`src/rtl/atl_pkg.sv`:
```
// Package for the arithmetic token lexer: character classes, state codes,
// the state transition table and the result type. No dependencies.
package atl_pkg;

  localparam int MAX_TOKEN_LEN = 255;
  localparam int CNT_W = $clog2(MAX_TOKEN_LEN + 1);

  localparam logic [3:0] CLS_PLUS   = 4'd0;
  localparam logic [3:0] CLS_MINUS  = 4'd1;
  localparam logic [3:0] CLS_MUL    = 4'd2;
  localparam logic [3:0] CLS_DIV    = 4'd3;
  localparam logic [3:0] CLS_POW    = 4'd4;
  localparam logic [3:0] CLS_ASSIGN = 4'd5;
  localparam logic [3:0] CLS_LPAREN = 4'd6;
  localparam logic [3:0] CLS_RPAREN = 4'd7;
  localparam logic [3:0] CLS_LETTER = 4'd8;
  localparam logic [3:0] CLS_DIGIT  = 4'd9;
  localparam logic [3:0] CLS_POINT  = 4'd10;
  localparam logic [3:0] CLS_SPACE  = 4'd11;

  localparam logic [7:0] CH_MINUS  = 8'h2D;
  localparam logic [7:0] CH_MUL    = 8'h2A;
  localparam logic [7:0] CH_DIV    = 8'h2F;
  localparam logic [7:0] CH_POW    = 8'h5E;
  localparam logic [7:0] CH_ASSIGN = 8'h3D;
  localparam logic [7:0] CH_LPAREN = 8'h28;
  localparam logic [7:0] CH_RPAREN = 8'h29;
  localparam logic [7:0] CH_POINT  = 8'h2E;
  localparam logic [7:0] CH_SPACE  = 8'h20;
  localparam logic [7:0] CH_UPPER_A = 8'h41;
  localparam logic [7:0] CH_UPPER_Z = 8'h5A;
  localparam logic [7:0] CH_LOWER_A = 8'h61;
  localparam logic [7:0] CH_LOWER_Z = 8'h7A;
  localparam logic [7:0] CH_DIGIT_0 = 8'h30;
  localparam logic [7:0] CH_DIGIT_9 = 8'h39;

  localparam logic [3:0] ST_START  = 4'd0;
  localparam logic [3:0] ST_ERROR  = 4'd13;
  localparam logic [3:0] KIND_ERROR = 4'd12;

  localparam logic [3:0] NEXT_STATE [15][12] = '{
    '{4'd7, 4'd8, 4'd9, 4'd10, 4'd11, 4'd12, 4'd5, 4'd6, 4'd1, 4'd2, 4'd13, 4'd0},
    '{4'd0, 4'd0, 4'd0, 4'd0,  4'd0,  4'd0,  4'd0, 4'd0, 4'd1, 4'd1, 4'd13, 4'd0},
    '{4'd0, 4'd0, 4'd0, 4'd0,  4'd0,  4'd0,  4'd0, 4'd0, 4'd0, 4'd2, 4'd14, 4'd0},
    '{4'd0, 4'd0, 4'd0, 4'd0,  4'd0,  4'd0,  4'd0, 4'd0, 4'd0, 4'd3, 4'd13, 4'd0},
    '{4'd4, 4'd4, 4'd4, 4'd4,  4'd4,  4'd4,  4'd4, 4'd4, 4'd4, 4'd4, 4'd4,  4'd4},
    '{4'd0, 4'd0, 4'd0, 4'd0,  4'd0,  4'd0,  4'd0, 4'd0, 4'd0, 4'd0, 4'd13, 4'd0},
    '{4'd0, 4'd0, 4'd0, 4'd0,  4'd0,  4'd0,  4'd0, 4'd0, 4'd0, 4'd0, 4'd13, 4'd0},
    '{4'd0, 4'd0, 4'd0, 4'd0,  4'd0,  4'd0,  4'd0, 4'd0, 4'd0, 4'd0, 4'd13, 4'd0},
    '{4'd0, 4'd0, 4'd0, 4'd0,  4'd0,  4'd0,  4'd0, 4'd0, 4'd0, 4'd0, 4'd13, 4'd0},
    '{4'd0, 4'd0, 4'd0, 4'd0,  4'd0,  4'd0,  4'd0, 4'd0, 4'd0, 4'd0, 4'd13, 4'd0},
    '{4'd0, 4'd0, 4'd0, 4'd4,  4'd0,  4'd0,  4'd0, 4'd0, 4'd0, 4'd0, 4'd13, 4'd0},
    '{4'd0, 4'd0, 4'd0, 4'd0,  4'd0,  4'd0,  4'd0, 4'd0, 4'd0, 4'd0, 4'd13, 4'd0},
    '{4'd0, 4'd0, 4'd0, 4'd0,  4'd0,  4'd0,  4'd0, 4'd0, 4'd0, 4'd0, 4'd13, 4'd0},
    '{4'd0, 4'd0, 4'd0, 4'd0,  4'd0,  4'd0,  4'd0, 4'd0, 4'd0, 4'd0, 4'd13, 4'd0},
    '{4'd13, 4'd13, 4'd13, 4'd13, 4'd13, 4'd13, 4'd13, 4'd13, 4'd13, 4'd3, 4'd13, 4'd13}
  };

  typedef struct packed {
    logic [3:0] token_kind;
    logic [7:0] token_length;
    logic       last;
  } result_t;

  typedef struct packed {
    logic [1:0] n;
    result_t    first;
    result_t    second;
  } push_t;

  function automatic logic [3:0] char_class(input logic [7:0] c);
    logic [3:0] cls;
    cls = CLS_PLUS;
    priority if (c == CH_MINUS) cls = CLS_MINUS;
    else if (c == CH_MUL) cls = CLS_MUL;
    else if (c == CH_DIV) cls = CLS_DIV;
    else if (c == CH_POW) cls = CLS_POW;
    else if (c == CH_ASSIGN) cls = CLS_ASSIGN;
    else if (c == CH_LPAREN) cls = CLS_LPAREN;
    else if (c == CH_RPAREN) cls = CLS_RPAREN;
    else if (c == CH_POINT) cls = CLS_POINT;
    else if (c == CH_SPACE) cls = CLS_SPACE;
    else if ((c >= CH_UPPER_A && c <= CH_UPPER_Z) || (c >= CH_LOWER_A && c <= CH_LOWER_Z))
      cls = CLS_LETTER;
    else if (c >= CH_DIGIT_0 && c <= CH_DIGIT_9) cls = CLS_DIGIT;
    else cls = CLS_PLUS;
    return cls;
  endfunction

  function automatic logic [3:0] kind_of(input logic [3:0] s);
    return (s != ST_START && s <= ST_ERROR) ? s - 4'd1 : KIND_ERROR;
  endfunction

endpackage

```
`src/rtl/atl_if.sv`:
```
// Request channel interfaces for the arithmetic token lexer.
// Depends on nothing; one interface for characters, one for tokens.
interface atl_in_if;
  logic       valid;
  logic       ready;
  logic [7:0] char_code;
  logic       end_of_line;

  modport source(output valid, char_code, end_of_line, input ready);
  modport sink(input valid, char_code, end_of_line, output ready);
endinterface

interface atl_out_if;
  logic       valid;
  logic       ready;
  logic [3:0] token_kind;
  logic [7:0] token_length;
  logic       last;

  modport source(output valid, token_kind, token_length, last, input ready);
  modport sink(input valid, token_kind, token_length, last, output ready);
endinterface

```
`src/rtl/atl_result_queue.sv`:
```
// Three-entry result queue that drives the token channel.
// Depends on atl_pkg and atl_out_if.
module atl_result_queue (
  input  logic            clk,
  input  logic            rst_n,
  input  atl_pkg::push_t  push,
  output logic            room,
  atl_out_if.source       out_chan
);

  logic [1:0]       count_r, count_nxt, base;
  atl_pkg::result_t q_r [3];
  atl_pkg::result_t q_nxt [3];
  logic             pop;

  assign pop  = (count_r != 2'd0) && out_chan.ready;
  assign room = (count_r <= 2'd1);

  assign out_chan.valid        = (count_r != 2'd0);
  assign out_chan.token_kind   = q_r[0].token_kind;
  assign out_chan.token_length = q_r[0].token_length;
  assign out_chan.last         = q_r[0].last;

  always_comb begin
    base     = count_r - {1'b0, pop};
    q_nxt[0] = pop ? q_r[1] : q_r[0];
    q_nxt[1] = pop ? q_r[2] : q_r[1];
    q_nxt[2] = q_r[2];
    for (int i = 0; i < 3; i++) begin
      if (push.n != 2'd0 && base == 2'(i)) begin
        q_nxt[i] = push.first;
      end
      if (push.n == 2'd2 && base + 2'd1 == 2'(i)) begin
        q_nxt[i] = push.second;
      end
    end
    count_nxt = base + push.n;
  end

  always_ff @(posedge clk) begin
    if (!rst_n) begin
      count_r <= 2'd0;
    end else begin
      count_r <= count_nxt;
    end
  end

  always_ff @(posedge clk) begin
    q_r <= q_nxt;
  end

endmodule

```
`src/rtl/arithmetic_token_lexer.sv`:
```
// Arithmetic token lexer: takes one character per request and returns token
// kind and length requests. It steps a 15-state table once per character, so
// a character is taken every cycle while the queue has room; its tokens are queued.
// A character that ends one token, opens another and ends its line yields two
// tokens; the three-entry result queue then holds off input while it drains.
// Depends on atl_pkg, atl_if and atl_result_queue.
module arithmetic_token_lexer (
  input  logic       clk,
  input  logic       rst_n,
  atl_in_if.sink     in_chan,
  atl_out_if.source  out_chan
);

  logic [3:0]               state_r, state_nxt;
  logic [atl_pkg::CNT_W-1:0] cnt_r, cnt_nxt;
  logic [atl_pkg::CNT_W-1:0] cnt_step;
  logic [3:0]               cls, nx;
  logic                     fall, flush, accept, room;
  atl_pkg::result_t         res_fall, res_flush;
  atl_pkg::push_t           push;

  assign accept = in_chan.valid && room;
  assign in_chan.ready = room;

  always_comb begin
    cls      = atl_pkg::char_class(in_chan.char_code);
    nx       = atl_pkg::NEXT_STATE[state_r][cls];
    fall     = (nx == atl_pkg::ST_START) && (state_r != atl_pkg::ST_START);
    cnt_step = cnt_r;
    if (fall) begin
      cnt_step = '0;
      if (cls != atl_pkg::CLS_SPACE) begin
        nx       = atl_pkg::NEXT_STATE[atl_pkg::ST_START][cls];
        cnt_step = atl_pkg::CNT_W'(1);
      end
    end else if (nx != atl_pkg::ST_START) begin
      if (cnt_r < atl_pkg::CNT_W'(atl_pkg::MAX_TOKEN_LEN)) begin
        cnt_step = cnt_r + atl_pkg::CNT_W'(1);
      end
    end
    flush = in_chan.end_of_line && (nx != atl_pkg::ST_START);

    res_fall.token_kind    = atl_pkg::kind_of(state_r);
    res_fall.token_length  = 8'(cnt_r);
    res_fall.last          = !flush;
    res_flush.token_kind   = atl_pkg::kind_of(nx);
    res_flush.token_length = 8'(cnt_step);
    res_flush.last         = 1'b1;

    push.n      = 2'd0;
    push.first  = res_fall;
    push.second = res_flush;
    if (accept) begin
      unique case ({fall, flush})
        2'b11: push.n = 2'd2;
        2'b10: push.n = 2'd1;
        2'b01: begin
          push.n     = 2'd1;
          push.first = res_flush;
        end
        default: push.n = 2'd0;
      endcase
    end

    state_nxt = state_r;
    cnt_nxt   = cnt_r;
    if (accept) begin
      state_nxt = in_chan.end_of_line ? atl_pkg::ST_START : nx;
      cnt_nxt   = in_chan.end_of_line ? '0 : cnt_step;
    end
  end

  always_ff @(posedge clk) begin
    if (!rst_n) begin
      state_r <= atl_pkg::ST_START;
      cnt_r   <= '0;
    end else begin
      state_r <= state_nxt;
      cnt_r   <= cnt_nxt;
    end
  end

  atl_result_queue u_queue (
    .clk      (clk),
    .rst_n    (rst_n),
    .push     (push),
    .room     (room),
    .out_chan (out_chan)
  );

endmodule

```
`src/flat_wrapper.sv`:
```
// flat-port wrapper written by rule: the top's interface ports become plain ports
module arithmetic_token_lexer_flat 
  (clk, rst_n, in_chan_valid, in_chan_char_code, in_chan_end_of_line, in_chan_ready, out_chan_valid, out_chan_token_kind, out_chan_token_length, out_chan_last, out_chan_ready);
  atl_in_if in_chan_i ();
  atl_out_if out_chan_i ();
  input  logic clk;
  input  logic rst_n;
  input wire logic [$bits(in_chan_i.valid)-1:0] in_chan_valid;
  input wire logic [$bits(in_chan_i.char_code)-1:0] in_chan_char_code;
  input wire logic [$bits(in_chan_i.end_of_line)-1:0] in_chan_end_of_line;
  output wire logic [$bits(in_chan_i.ready)-1:0] in_chan_ready;
  output wire logic [$bits(out_chan_i.valid)-1:0] out_chan_valid;
  output wire logic [$bits(out_chan_i.token_kind)-1:0] out_chan_token_kind;
  output wire logic [$bits(out_chan_i.token_length)-1:0] out_chan_token_length;
  output wire logic [$bits(out_chan_i.last)-1:0] out_chan_last;
  input wire logic [$bits(out_chan_i.ready)-1:0] out_chan_ready;
  assign in_chan_i.valid = in_chan_valid;
  assign in_chan_i.char_code = in_chan_char_code;
  assign in_chan_i.end_of_line = in_chan_end_of_line;
  assign in_chan_ready = in_chan_i.ready;
  assign out_chan_valid = out_chan_i.valid;
  assign out_chan_token_kind = out_chan_i.token_kind;
  assign out_chan_token_length = out_chan_i.token_length;
  assign out_chan_last = out_chan_i.last;
  assign out_chan_i.ready = out_chan_ready;
  arithmetic_token_lexer u_core (.clk(clk), .rst_n(rst_n), .in_chan(in_chan_i), .out_chan(out_chan_i));
endmodule
```
`config.mk`:
```
export PLATFORM = sky130hd
export DESIGN_NAME = arithmetic_token_lexer_flat
export DESIGN_NICKNAME = d
export VERILOG_FILES = /design/src/rtl/atl_pkg.sv /design/src/rtl/atl_if.sv /design/src/rtl/atl_result_queue.sv /design/src/rtl/arithmetic_token_lexer.sv /design/src/flat_wrapper.sv
export SDC_FILE = /design/constraint.sdc
export NUM_CORES = 1
export LEC_CHECK = 0
export BUFFER_PORTS_ARGS = -buffer_cell sky130_fd_sc_hd__buf_4
export CORE_UTILIZATION = 55
export CTS_BUF_LIST = sky130_fd_sc_hd__clkbuf_16
export CTS_CLUSTER_DIAMETER = 50
export DETAILED_ROUTE_END_ITERATION = 12
export PLACE_DENSITY = 0.77
export RECOVER_POWER = 25
export SYNTH_ARGS = -nofsm -noshare
export SYNTH_HDL_FRONTEND = slang
export SYNTH_SLANG_ARGS = --single-unit
```
`constraint.sdc`:
```
create_clock -name clk -period 6.11 [get_ports clk]
set_input_delay 1.222 -clock clk [delete_from_list [all_inputs] [get_ports clk]]
set_output_delay 1.222 -clock clk [all_outputs]
set_load 0.03 [all_outputs]
```
==> reports/results.env, run 1 <==
HOLD_PATH_STARTPOINT='u_core.u_queue.q_r[15]$_DFFE_PP_'
NUMCTSBUFFERS=5
MAXSLEWHEADROOM_PCT=36.7
P_PER_AREA_mW_PER_MM2=330
FLOORPLAN.INITIALDENSITY_PCT=58.2
WORSTREG2REGEND='u_core.u_queue.q_r[1]$_DFFE_PP_'
DRIVE_ABOVE_1_SHARE_PCT=9.30
PLACEDINSTANCEAREA_MM2=0.00426
CAP_VIOLATIONS=0
NETLIST_INSTANCES=469
PORT_BUFFERS=27
DIE_AREA_MM2=0.00765
WIRELENGTH_UM=10500
HOLD_CLASS='reg -> reg'
MOST_COMMON_LIBRARY_CELL_IN_THE_LAYOUT_IGNORING_FILL_AND_TAPS='nand2_1'
POST-ROUTE-CELL-AREA_MM2=0.00439
MAXIMUM_NUMBER_OF_PINS_ON_ONE_NET_BEFORE_GLOBAL_ROUTE_REPAIR=22
YOSYS_WARNINGS=0
CRIT-REG2REG-LAUNCH='u_core.state_r[0]$_SDFFE_PN0P_'
CTS_SINKS=53
SYN_AREA_MM2=0.00402
TRITONCTS='yes'
CLK-INSERTION-DELAY-LATE_NS=0.29
YOSYSSEQAREASHARE_PCT=35.4
VIA_COUNT=3850
DETAIL_ROUTE.ITER0.VIOLATIONS=562
STDCELL_COUNT=580
WORSTPATHARRIVAL_NS=5.85
DETAILEDPLACE.WORSTSLACK_NS=-0.190
OVERALL_TRACK_DEMAND_OVER_CAPACITY_IN_GLOBAL_ROUTING_PCT=28.4
SYNTHDISTINCTLIBCELLS=66
YS_ASYNC_SR_FRACTION_PCT=0
HPWLAFTERDP_UM=7990
YOSYS_REGISTER_BITS=53
SYNTH_ENABLE_FLOP_CELLS=36
POST-ROUTE-PERIOD-UTIL_PCT=93.7
LEAKAGEPOWER_nW=1.67
TIMING.FMAX_GHz=0.175
WORST_PIN_SLEW_NS=0.938
STATUS='finished, final reports clean'
ROUTE.DETAILED.VIAS_PER_INST=6.64
GPL.FINAL_WEIGHTED_CONGESTION=0.956
MAXIMUM_CLOCK_PATH_BUFFER_COUNT=2
FINAL_CRITICAL_PATH_SETUP_SLACK_NS=0.382
SETUP.WORST_PATH.START_CLASS='primary input'
CTS-HTREE-LEVELS=2
CHIPHEIGHT_UM=87.5
DIE_W_UM=87.5
COREAREA_MM2=0.00691
SETUP_VIOL=0
CRITICAL_PATH_CLASS='in -> reg'
PLACE_INST=572
DETAIL-ROUTE-ANTENNA-NETS=0
SYNTHESIS.AREA_PER_INSTANCE_UM2=8.57
CTSROOTBUFFERMASTER='clkbuf_16'
DRT_PASS1_ITERATIONS=5
RRSETUPSLACK_NS=1.37
FINALCLOCKSKEW_NS=0.00716
ANTENNADIODECOUNT=0
FIN_TNS_SETUP_NS=0
DOMINANTREGCELLSYNTH='edfxtp_1'
CTS.HOLD.BUFFERS_ADDED=0
GRT_SETUP_UNREPAIRED='no'
CRITPATHREQUIREDTIME_NS=6.23
GLOBAL_ROUTE_WIRE_LENGTH_BEFORE_REPAIR_UM=17000
R2R.WORST_PATH.CELLS=19
FINALCOREUTILIZATION_PCT=63.5
WL_PER_CELL_UM=18.1
WORST_SETUP_HOLD_PATH_CLK_SLEW_NS=0.07
LAYOUT_COMMON_CELLS='nand2_1 (47), edfxtp_1 (36), nor2_1 (35)'
NUMBER_OF_ANTENNA_VIOLATIONS_AT_THE_FIRST_CHECK_IN_GLOBAL_ROUTING=0
ENDPOINT_OF_THE_WORST_HOLD_PATH='u_core.u_queue.out_chan.token_length[1]$_DFFE_PP_'
CTS.REPAIR.RESIZED=0
CORE.ROWCOUNT=30
AREA_DELTA_SYNTH_FINAL_PCT=9.19
TIMING.CRITICAL_PATH.TO_TYPE='flop'
TIMING.FINAL.HOLD_VIOLATIONS=0
NNETSFINAL=514
SYNTH_NETS=500
HOLD_PATH_DEPTH=2
PERIOD_MINUS_SLACK_NS=5.73
BOUNDARYPINS=28
DRC_MARKERS=0
IR_WORST_VDD_uV=225
FINAL.FILL_COUNT=598
GLOBAL_ROUTE.OVERFLOW_TOTAL=0
TIMING_MAX_TRANSITION_VIOLATIONS_FINAL=0
VIA_COUNT_OF_THE_FIRST_GLOBAL_ROUTING_PASS=3459
POST-CTS-SETUP-BUFFERS=0
CRITICAL_PATH.MAX_FANOUT=9
[synth_stat cells (3+ instances only)]
cell / instances / area, µm²
a21o_1: 5 / 37.5
a21oi_1: 28 / 140
a22o_1: 9 / 78.8
a22oi_1: 8 / 60.1
a31oi_1: 8 / 50.1
a32o_1: 5 / 50.1
a32oi_1: 8 / 70.1
a41oi_1: 3 / 26.3
and2_1: 11 / 68.8
and3_1: 3 / 18.8
buf_2: 3 / 15.0
buf_4: 12 / 90.1
clkbuf_1: 18 / 67.6
dfxtp_1: 17 / 340
edfxtp_1: 36 / 1080
ha_1: 18 / 225
inv_1: 22 / 82.6
mux2_2: 4 / 45.0
mux2i_1: 6 / 60.1
nand2_1: 48 / 180
nand2b_1: 3 / 18.8
nand3_1: 10 / 50.1
nand4_1: 5 / 31.3
nor2_1: 36 / 135
nor2b_1: 15 / 93.8
nor3_1: 19 / 95.1
nor3b_1: 4 / 30.0
nor4_1: 4 / 25.0
o211ai_1: 3 / 22.5
o21ai_0: 23 / 115
o22ai_1: 17 / 106
o2bb2ai_1: 3 / 26.3
o31ai_1: 4 / 30.0
or3_1: 5 / 31.3
xnor2_1: 3 / 26.3
xor2_1: 3 / 26.3
[how the worst max path moves through the flow]
stage | start | end | slack, ns
floorplan | in_chan_char_code[6] | u_core.u_queue.out_chan.token_kind[0]$_DFFE_PP_ | 0.24
finish | in_chan_char_code[7] | u_core.u_queue.q_r[1]$_DFFE_PP_ | 0.38
detailed placement | in_chan_char_code[6] | u_core.u_queue.out_chan.token_length[3]$_DFFE_PP_ | -0.19
global route | in_chan_char_code[6] | u_core.u_queue.out_chan.token_kind[2]$_DFFE_PP_ | 0.07
global placement | in_chan_char_code[6] | u_core.u_queue.out_chan.token_length[3]$_DFFE_PP_ | 0.04
CTS | in_chan_char_code[6] | u_core.u_queue.out_chan.token_kind[2]$_DFFE_PP_ | 0.11
[layout make-up]
type	instances	area, µm²	area share, %
sequential	53	1420	32.4
timing repair buffer	41	244	5.56
inverter	22	82.6	1.88
tap	96	120	2.74
clock buffer	5	125	2.85
multi-input combinational	360	2350	53.5
clock inverter	3	46.3	1.06
[worst max-delay path, cell delays in order]
cell,delay [ns]
buf_4,0.12
or3b_1,0.48
or4_4,0.57
o22ai_1,0.18
a22oi_1,0.16
mux2_2,0.36
nor4_4,0.27
nand3_1,0.12
mux2i_1,0.25
ha_1,0.30
a31oi_1,0.14
ha_1,0.44
nor2_1,0.11
or3_1,0.33
nor2_1,0.33
a21oi_1,0.24
o21ai_0,0.24
[flip-flops by register name (all words and copies together) (netlist names)]
name	count
u_core.u_queue.out_chan.last	1
u_core.u_queue.count_r	2
u_core.state_r	4
u_core.u_queue.q_r	26
u_core.cnt_r	8
u_core.u_queue.out_chan.token_length	8
u_core.u_queue.out_chan.token_kind	4
[cell families (layout without fill, tap and decap cells)]
group           after synthesis  in the layout  synth area share, %
fa+ha+maj                    18             18                 5.61
xor+xnor                      6              6                 1.31
simple gates                176            176                 22.5
flops                        53             53                 35.4
mux                          10             10                 2.62
buf+inv                      56             71                 6.63
compound gates              150            150                 26.0
[layer usage]
metal	part of all wire, %	global-route usage (%)
met1	46	43.5
met2	41	40.8
met3	11	5.50
met4	1.5	6.71
met5	0	0
[metrics by stage]
| step | hold slack (ns) | power (mW) |
|---|---|---|
| after floorplan | 0.488 | 1.01 |
| after global placement | 0.516 | 1.14 |
| after detailed placement | 0.523 | 1.15 |
| after CTS | 0.541 | 1.47 |
| after global routing | 0.564 | 1.52 |
| final | 0.544 | 1.45 |
[power breakdown]
part	leakage (nW)	switching [mW]	internal [mW]	total [mW]
clock	0.0800	0.129	0.194	0.323
combinational	1.11	0.409	0.177	0.586
sequential	0.478	0.0354	0.503	0.538
No activity file was read; power rests on OpenSTA's default activity.
==> run 2, diff against run 1 <==
clock period = 4.6 ns   (was 6.11 ns; I/O delays follow)
==> reports/results.env, run 2 (synthesized netlist as in run 1, its figures left out) <==
CRITICAL_PATH_CLASS='in -> reg'
CORE.ROWCOUNT=30  # unchanged
TOTAL_AREA_OF_MULTI_INPUT_COMBINATIONAL_CELLS_MM2=0.00293  # +25%
WORST_PATH_LARGEST_CELL_DELAY_NS=0.47  # -0.10 ns
MAXIMUM_NUMBER_OF_PINS_ON_ONE_NET_BEFORE_GLOBAL_ROUTE_REPAIR=22  # unchanged
WORST_PIN_SLEW_NS=0.921  # -0.0175 ns
P_SEQ_SHARE_PCT=30.5  # -6.7 points
DETAIL_ROUTE.ITER0.VIOLATIONS=510  # -9.3%
GRT_SETUP_UNREPAIRED='yes'
CTS_SINKS=53  # unchanged
IR_WORST_VDD_uV=481  # +110%
BOUNDARYPINS=28  # unchanged
WORSTPATHARRIVAL_NS=5.19  # -0.66 ns
COREAREA_MM2=0.00691  # unchanged
TIMING.CRITICAL_PATH.TO_TYPE='flop'
VIA_COUNT_OF_THE_FIRST_GLOBAL_ROUTING_PASS=4219  # +22%
TIMING_MAX_TRANSITION_VIOLATIONS_FINAL=0  # unchanged
DIE_W_UM=87.5  # unchanged
FAILED_CHECKS='setup timing'
DETAIL-ROUTE-ANTENNA-NETS=0  # unchanged
CLK-INSERTION-DELAY-LATE_NS=0.30  # about the same
PORT_BUFFERS=27  # unchanged
TRITONCTS='yes'
P_SW_mW=1.02  # +79%
FINALCLOCKSKEW_NS=0.00763  # +0.000472 ns
CTSROOTBUFFERMASTER='clkbuf_16'
SETUP_VIOL=74  # +74
HOLD_CLASS='reg -> reg'
VIA_COUNT=4720  # +23%
CRITPATHREQUIREDTIME_NS=4.74  # -1.49 ns
AREA_DELTA_SYNTH_FINAL_PCT=44.6
FINAL.FILL_COUNT=397  # -34%
DRT_PASS1_ITERATIONS=5  # unchanged
MAXSLEWHEADROOM_PCT=38.5  # +1.8 points
ROUTE.DETAILED.VIAS_PER_INST=6.92  # +4.3%
OVERALL_TRACK_DEMAND_OVER_CAPACITY_IN_GLOBAL_ROUTING_PCT=35.7  # +7.3 points
NUMCTSBUFFERS=5  # unchanged
PERIOD_MINUS_SLACK_NS=5.05
CAP_VIOLATIONS=0  # unchanged
HPWLAFTERDP_UM=9440  # +18%
LEAKAGEPOWER_nW=2.33  # +40%
WIRELENGTH_UM=15500  # +48%
MAXIMUM_CLOCK_PATH_BUFFER_COUNT=2  # unchanged
NUMBER_OF_ANTENNA_VIOLATIONS_AT_THE_FIRST_CHECK_IN_GLOBAL_ROUTING=0  # unchanged
SETUP.WORST_PATH.START_CLASS='primary input'
P_PER_AREA_mW_PER_MM2=414  # +26%
POWER.SHARE.COMBINATIONAL_PCT=51.1  # +11 points
DIE_AREA_MM2=0.00765  # unchanged
GPL.FINAL_WEIGHTED_CONGESTION=0.955  # -0.14%
FINALHOLDWORSTSLACK_NS=0.536  # -0.00823 ns
DETAILEDPLACE.WORSTSLACK_NS=-0.678  # -0.488 ns
GLOBAL_ROUTE_WIRE_LENGTH_BEFORE_REPAIR_UM=20800  # +22%
WL_PER_CELL_UM=22.7  # +26%
TIMING.FMAX_GHz=0.198
WORST_PATH_MOST_REPEATED_CELL='nor2_4'
CHIPHEIGHT_UM=87.5  # unchanged
NNETSFINAL=616  # +20%
WORST_SETUP_HOLD_PATH_CLK_SLEW_NS=0.07  # about the same
SEQ_AREA_MM2=0.00142  # unchanged
LARGEST_REGISTER_FFS=26  # unchanged
CTS-HTREE-LEVELS=2  # unchanged
GLOBAL_ROUTE.OVERFLOW_TOTAL=0  # unchanged
CRITICAL_PATH.MAX_FANOUT=4  # -5
CRITPATHSLOWESTCELL='nor4_1'
POST-ROUTE-PERIOD-UTIL_PCT=110
DRC_MARKERS=0  # unchanged
POWER.INTERNAL_mW=1.38  # +58%
REGMOSTFLOPS='u_core.u_queue.q_r'
STATUS='finished with violations'
CELL_CHAIN_OF_THE_CRITICAL_PATH='buf_4 -> or3b_4 -> nor4_1 -> nand2_1 -> inv_1 -> a221oi_1 -> a22o_1 -> nor4_4 -> nand3_1 -> mux2i_2 -> ha_2 -> a31oi_4 -> ha_4 -> nor2_4 -> or3_4 -> buf_6 -> nor2_4 -> and2_4 -> a31oi_1 -> nor2_1'
LAYOUT_COMMON_CELLS='buf_4 (121), nand2_1 (40), edfxtp_1 (36)'
ANTENNADIODECOUNT=0  # unchanged
TIMING.FINAL.HOLD_VIOLATIONS=0  # unchanged
DRIVE_ABOVE_1_SHARE_PCT=39.6  # +30 points
NETSWITCHINGFRACTION_PCT=42.5  # +2.9 points
FINAL_CRITICAL_PATH_SETUP_SLACK_NS=-0.452  # -0.834 ns
POWER.CLOCK.FRACTION_PCT=18.5  # -3.8 points
FLOORPLAN.INITIALDENSITY_PCT=58.2  # unchanged
MOST_COMMON_LIBRARY_CELL_IN_THE_LAYOUT_IGNORING_FILL_AND_TAPS='buf_4'
-- run 2: cell types whose count changed in the layout (fill, tap and decap cells not counted), moves of 6 or more --
cell	before	now
nor2_4	0	7
o21ai_1	1	8
buf_4	24	121
nor2_1	35	29
buf_6	0	10
clkbuf_1	17	8
o21ai_0	23	15
nor3_1	19	13
a21oi_1	28	19
o22ai_1	17	7
o22ai_2	0	8
nand2_1	47	40
a21oi_2	0	7
-- run 2: area by class of cell --
cell class                 count  share of cell area (%)
multi-input combinational    362                    50.5
sequential                    53                    24.5
timing repair buffer         141                    18.6
clock buffer                   5                    2.15
tap                           96                    2.07
inverter                      22                    1.42
clock inverter                 3                   0.754
-- run 2: metrics by stage --
step	power (mW)	setup TNS, ns	instance area [µm²]	std cells	util (%)
5_1_grt	2.47	-19.64	5810	682	84.1
3_5_place_dp	1.75	-39.32	5140	662	74.4
3_3_place_gp	1.71	-28.33	5140	662	74.4
4_1_cts	2.23	-4.00	5510	681	79.8
2_1_floorplan	1.42	-42.21	4260	469	-
6_report	2.41	-20.77	5810	682	84.1
-- run 2: power by group through the flow --
stage / logic (mW) / clock network, mW / registers, mW
final: 1.23 / 0.444 / 0.732
after detailed placement: 1.02 / 0 / 0.728
after floorplan: 0.703 / 0 / 0.715
after global routing: 1.28 / 0.452 / 0.740
after global placement: 0.985 / 0 / 0.725
after CTS: 1.08 / 0.435 / 0.721
-- run 2: timing repair --
action	CTS	global route
resized for setup	30	64
setup buffers	10	2
hold buffers	0	0
pin swaps	13	26
endpoints found under the setup margin	72	74
gates cloned	1	1
-- run 2: worst max-delay path: cells and delay by family --
kind / cells / cell delay [ns]
and+or+nand+nor: 10 / 2.46
AOI/OAI and AO/OA: 4 / 0.56
adders and majority gates: 2 / 0.56
buffers and inverters: 3 / 0.45
muxes: 1 / 0.25
-- run 2: final timing paths --
| path | from | to | slack [ns] | cells past startpoint |
|---|---|---|---|---|
| worst max-delay path | in_chan_char_code[6] | u_core.u_queue.q_r[12]$_DFFE_PP_ | -0.45 | 20 |
| worst min-delay path | u_core.u_queue.q_r[19]$_DFFE_PP_ | u_core.u_queue.out_chan.token_length[5]$_DFFE_PP_ | 0.54 | 2 |
| worst max register to register | u_core.state_r[1]$_SDFFE_PN0P_ | u_core.u_queue.q_r[12]$_DFFE_PP_ | 0.17 | 21 |
| worst min register to register | u_core.u_queue.q_r[19]$_DFFE_PP_ | u_core.u_queue.out_chan.token_length[5]$_DFFE_PP_ | 0.54 | 2 |
-- run 2: metal layers --
metal  share of wire, %  wire, µm  GRT usage, %
met5                  0         0             0
met3                9.9      1540          6.35
met2                 47      7240          58.5
met4                5.9       907          14.6
met1                 38      5820          46.5
==> run 3, diff against run 2 <==
PLACE_DENSITY = 0.85   (was 0.77)
==> reports/results.env, run 3 (synthesized netlist as in run 1, its figures left out) <==
STATUS='finished with violations'
FAILED_CHECKS='setup timing'
GRT.MET3_USAGE_PCT=8.63  # +2.3 points
GRT_USE_MET1_PCT=47.3  # +0.81 points
STDCELL_COUNT=686  # +0.59%
CRITPATHSLOWESTCELL='a22oi_1'
GR-USAGE-MET2_PCT=65.8  # +7.3 points
WL_PER_CELL_UM=27.5  # +21%
IR_WORST_VDD_uV=459  # -4.7%
MAXIMUM_CLOCK_PATH_BUFFER_COUNT=2  # unchanged
WORSTPATHARRIVAL_NS=5.47  # +0.28 ns
CTSROOTBUFFERMASTER='clkbuf_16'
DRIVE_ABOVE_1_SHARE_PCT=39.9  # +0.31 points
P_SEQ_SHARE_PCT=30.5  # about the same
CRITICAL_PATH.MAX_FANOUT=8  # +4
LARGEST_REGISTER_FFS=26  # unchanged
CAP_VIOLATIONS=0  # unchanged
WORST_PIN_SLEW_NS=0.963  # +0.0424 ns
DETAIL_ROUTE.ITER0.VIOLATIONS=1087  # +110%
FINAL_CRITICAL_PATH_SETUP_SLACK_NS=-0.852  # -0.400 ns
P_PER_AREA_mW_PER_MM2=417  # +0.74%
PERIOD_MINUS_SLACK_NS=5.45  # +0.400 ns
NUMBER_OF_ANTENNA_VIOLATIONS_AT_THE_FIRST_CHECK_IN_GLOBAL_ROUTING=1  # +1
CHIPHEIGHT_UM=87.5  # unchanged
CELL_CHAIN_OF_THE_CRITICAL_PATH='buf_6 -> buf_4 -> o21ai_0 -> a21boi_2 -> a21o_1 -> buf_4 -> inv_2 -> buf_4 -> nor3b_1 -> o211ai_1 -> buf_4 -> nor4_4 -> nand3_2 -> mux2i_2 -> ha_2 -> a31oi_4 -> ha_4 -> nor2_4 -> nor3_2 -> buf_6 -> buf_6 -> o22ai_2 -> a22oi_1'
CRITICAL_PATH_CLASS='in -> reg'
FINALCOREUTILIZATION_PCT=84.2  # about the same
DETAIL-ROUTE-ANTENNA-NETS=0  # unchanged
CTS.HOLD.BUFFERS_ADDED=0  # unchanged
FLOORPLAN.INITIALDENSITY_PCT=58.2  # unchanged
HOLD_CLASS='reg -> reg'
POWER.SHARE.COMBINATIONAL_PCT=53.0  # +1.9 points
CORE.ROWCOUNT=30  # unchanged
DETAILEDPLACE.WORSTSLACK_NS=-0.619  # +0.0588 ns
FINALCLOCKSKEW_NS=0.00900  # +0.00137 ns
PORT_BUFFERS=27  # unchanged
DRT_PASS1_ITERATIONS=10  # +5
OVERALL_TRACK_DEMAND_OVER_CAPACITY_IN_GLOBAL_ROUTING_PCT=39.9  # +4.2 points
TIMING_MAX_TRANSITION_VIOLATIONS_FINAL=0  # unchanged
VIA_COUNT=5306  # +12%
LAYOUT_COMMON_CELLS='buf_4 (117), nand2_1 (41), edfxtp_1 (36)'
GLOBAL_ROUTE.OVERFLOW_TOTAL=0  # unchanged
SETUP.WORST_PATH.START_CLASS='primary input'
NNETSFINAL=619  # +0.49%
WORST_SETUP_HOLD_PATH_CLK_SLEW_NS=0.08  # about the same
TIMING.FINAL.HOLD_VIOLATIONS=0  # unchanged
WORST_PATH_LARGEST_CELL_DELAY_NS=0.55  # +0.08 ns
CTS-HTREE-LEVELS=2  # unchanged
SETUP_VIOL=75  # +1.4%
FINALHOLDWORSTSLACK_NS=0.560  # +0.0240 ns
GLOBAL_ROUTE_WIRE_LENGTH_BEFORE_REPAIR_UM=23300  # +12%
ROUTE.DETAILED.VIAS_PER_INST=7.73  # +12%
TIMING.FMAX_GHz=0.183  # -7.3%
COREAREA_MM2=0.00691  # unchanged
REGMOSTFLOPS='u_core.u_queue.q_r'
POWER.INTERNAL_mW=1.33  # -3.9%
BOUNDARYPINS=28  # unchanged
AREA_DELTA_SYNTH_FINAL_PCT=44.7  # about the same
GRT_MOST_USED_LAYER='met2'
CTS_SINKS=53  # unchanged
WIRELENGTH_UM=18900  # +22%
LEAKAGEPOWER_nW=2.32  # -0.55%
GPL.FINAL_WEIGHTED_CONGESTION=0.959  # +0.39%
HPWLAFTERDP_UM=9420  # -0.20%
TRITONCTS='yes'
CLK-INSERTION-DELAY-LATE_NS=0.30  # about the same
MOST_COMMON_LIBRARY_CELL_IN_THE_LAYOUT_IGNORING_FILL_AND_TAPS='buf_4'
CRITPATHREQUIREDTIME_NS=4.62  # -0.12 ns
TIMING.CRITICAL_PATH.TO_TYPE='flop'
NUMCTSBUFFERS=5  # unchanged
DIE_W_UM=87.5  # unchanged
POST-ROUTE-PERIOD-UTIL_PCT=119  # +8.7 points
NETSWITCHINGFRACTION_PCT=45.2  # +2.7 points
GRT_SETUP_UNREPAIRED='yes'
P_TOTAL_mW=2.43  # +0.83%
MAXSLEWHEADROOM_PCT=35.7  # -2.8 points
MAXIMUM_NUMBER_OF_PINS_ON_ONE_NET_BEFORE_GLOBAL_ROUTE_REPAIR=22  # unchanged
DIE_AREA_MM2=0.00765  # unchanged
P_SW_mW=1.10  # +7.2%
VIA_COUNT_OF_THE_FIRST_GLOBAL_ROUTING_PASS=4655  # +10%
DRC_MARKERS=0  # unchanged
WORST_PATH_MOST_REPEATED_CELL='buf_4'
POWER.CLOCK.FRACTION_PCT=16.5  # -2.0 points
PLACE_INST=655  # -1.1%
[run 3: final cells by class]
type / instances / area, µm²
Antenna cell: 1 / 2.50
Multi-Input combinational cell: 363 / 2900
Clock inverter: 3 / 21.3
Clock buffer: 5 / 125
Inverter: 22 / 82.6
Timing Repair Buffer: 143 / 1140
Tap cell: 96 / 120
Fill cell: 346 / 1090
Sequential cell: 53 / 1420
[run 3: what timing repair did]
action,CTS,global route
endpoints found under the hold margin,0,0
cloned,2,2
pin swaps,15,27
setup endpoints to repair,72,74
setup buffers,9,9
resized for setup,46,48
[run 3: layer usage]
metal / part of all wire (%) / vias to the layer above
li1: - / 2027
met1: 31 / 2354
met2: 44 / 659
met3: 15 / 264
met4: 10 / 2
met5: 0.25 / -
[run 3: worst paths after layout]
kind	startpoint	endpoint	slack, ns	cells past startpoint
setup / recovery	in_chan_char_code[1]	u_core.u_queue.q_r[14]$_DFFE_PP_	-0.85	23
hold reg to reg	u_core.u_queue.q_r[15]$_DFFE_PP_	u_core.u_queue.out_chan.token_length[1]$_DFFE_PP_	0.56	2
hold / removal	u_core.u_queue.q_r[15]$_DFFE_PP_	u_core.u_queue.out_chan.token_length[1]$_DFFE_PP_	0.56	2
setup reg to reg	u_core.state_r[0]$_SDFFE_PN0P_	u_core.u_queue.q_r[14]$_DFFE_PP_	-0.57	20
[run 3: metrics by stage]
stage | setup TNS [ns] | cell area, µm²
after floorplan | -42.21 | 4260
after CTS | -2.77 | 5520
after detailed placement | -34.49 | 5080
final | -35.65 | 5810
after global routing | -38.84 | 5810
after global placement | -26.00 | 5080
[run 3: power groups by stage]
stage	registers, mW	logic [mW]	clock network [mW]
floorplan	0.715	0.703	0
global placement	0.724	0.959	0
detailed placement	0.732	0.995	0
CTS	0.723	1.07	0.379
global route	0.744	1.31	0.400
finish	0.740	1.28	0.400
[run 3: critical path: cells and delay by family]
kind / cells / cell delay [ns]
AOI/OAI and AO/OA: 7 / 1.56
buffers and inverters: 8 / 1.16
and+or+nand+nor: 5 / 0.91
adders and majority gates: 2 / 0.63
muxes: 1 / 0.30
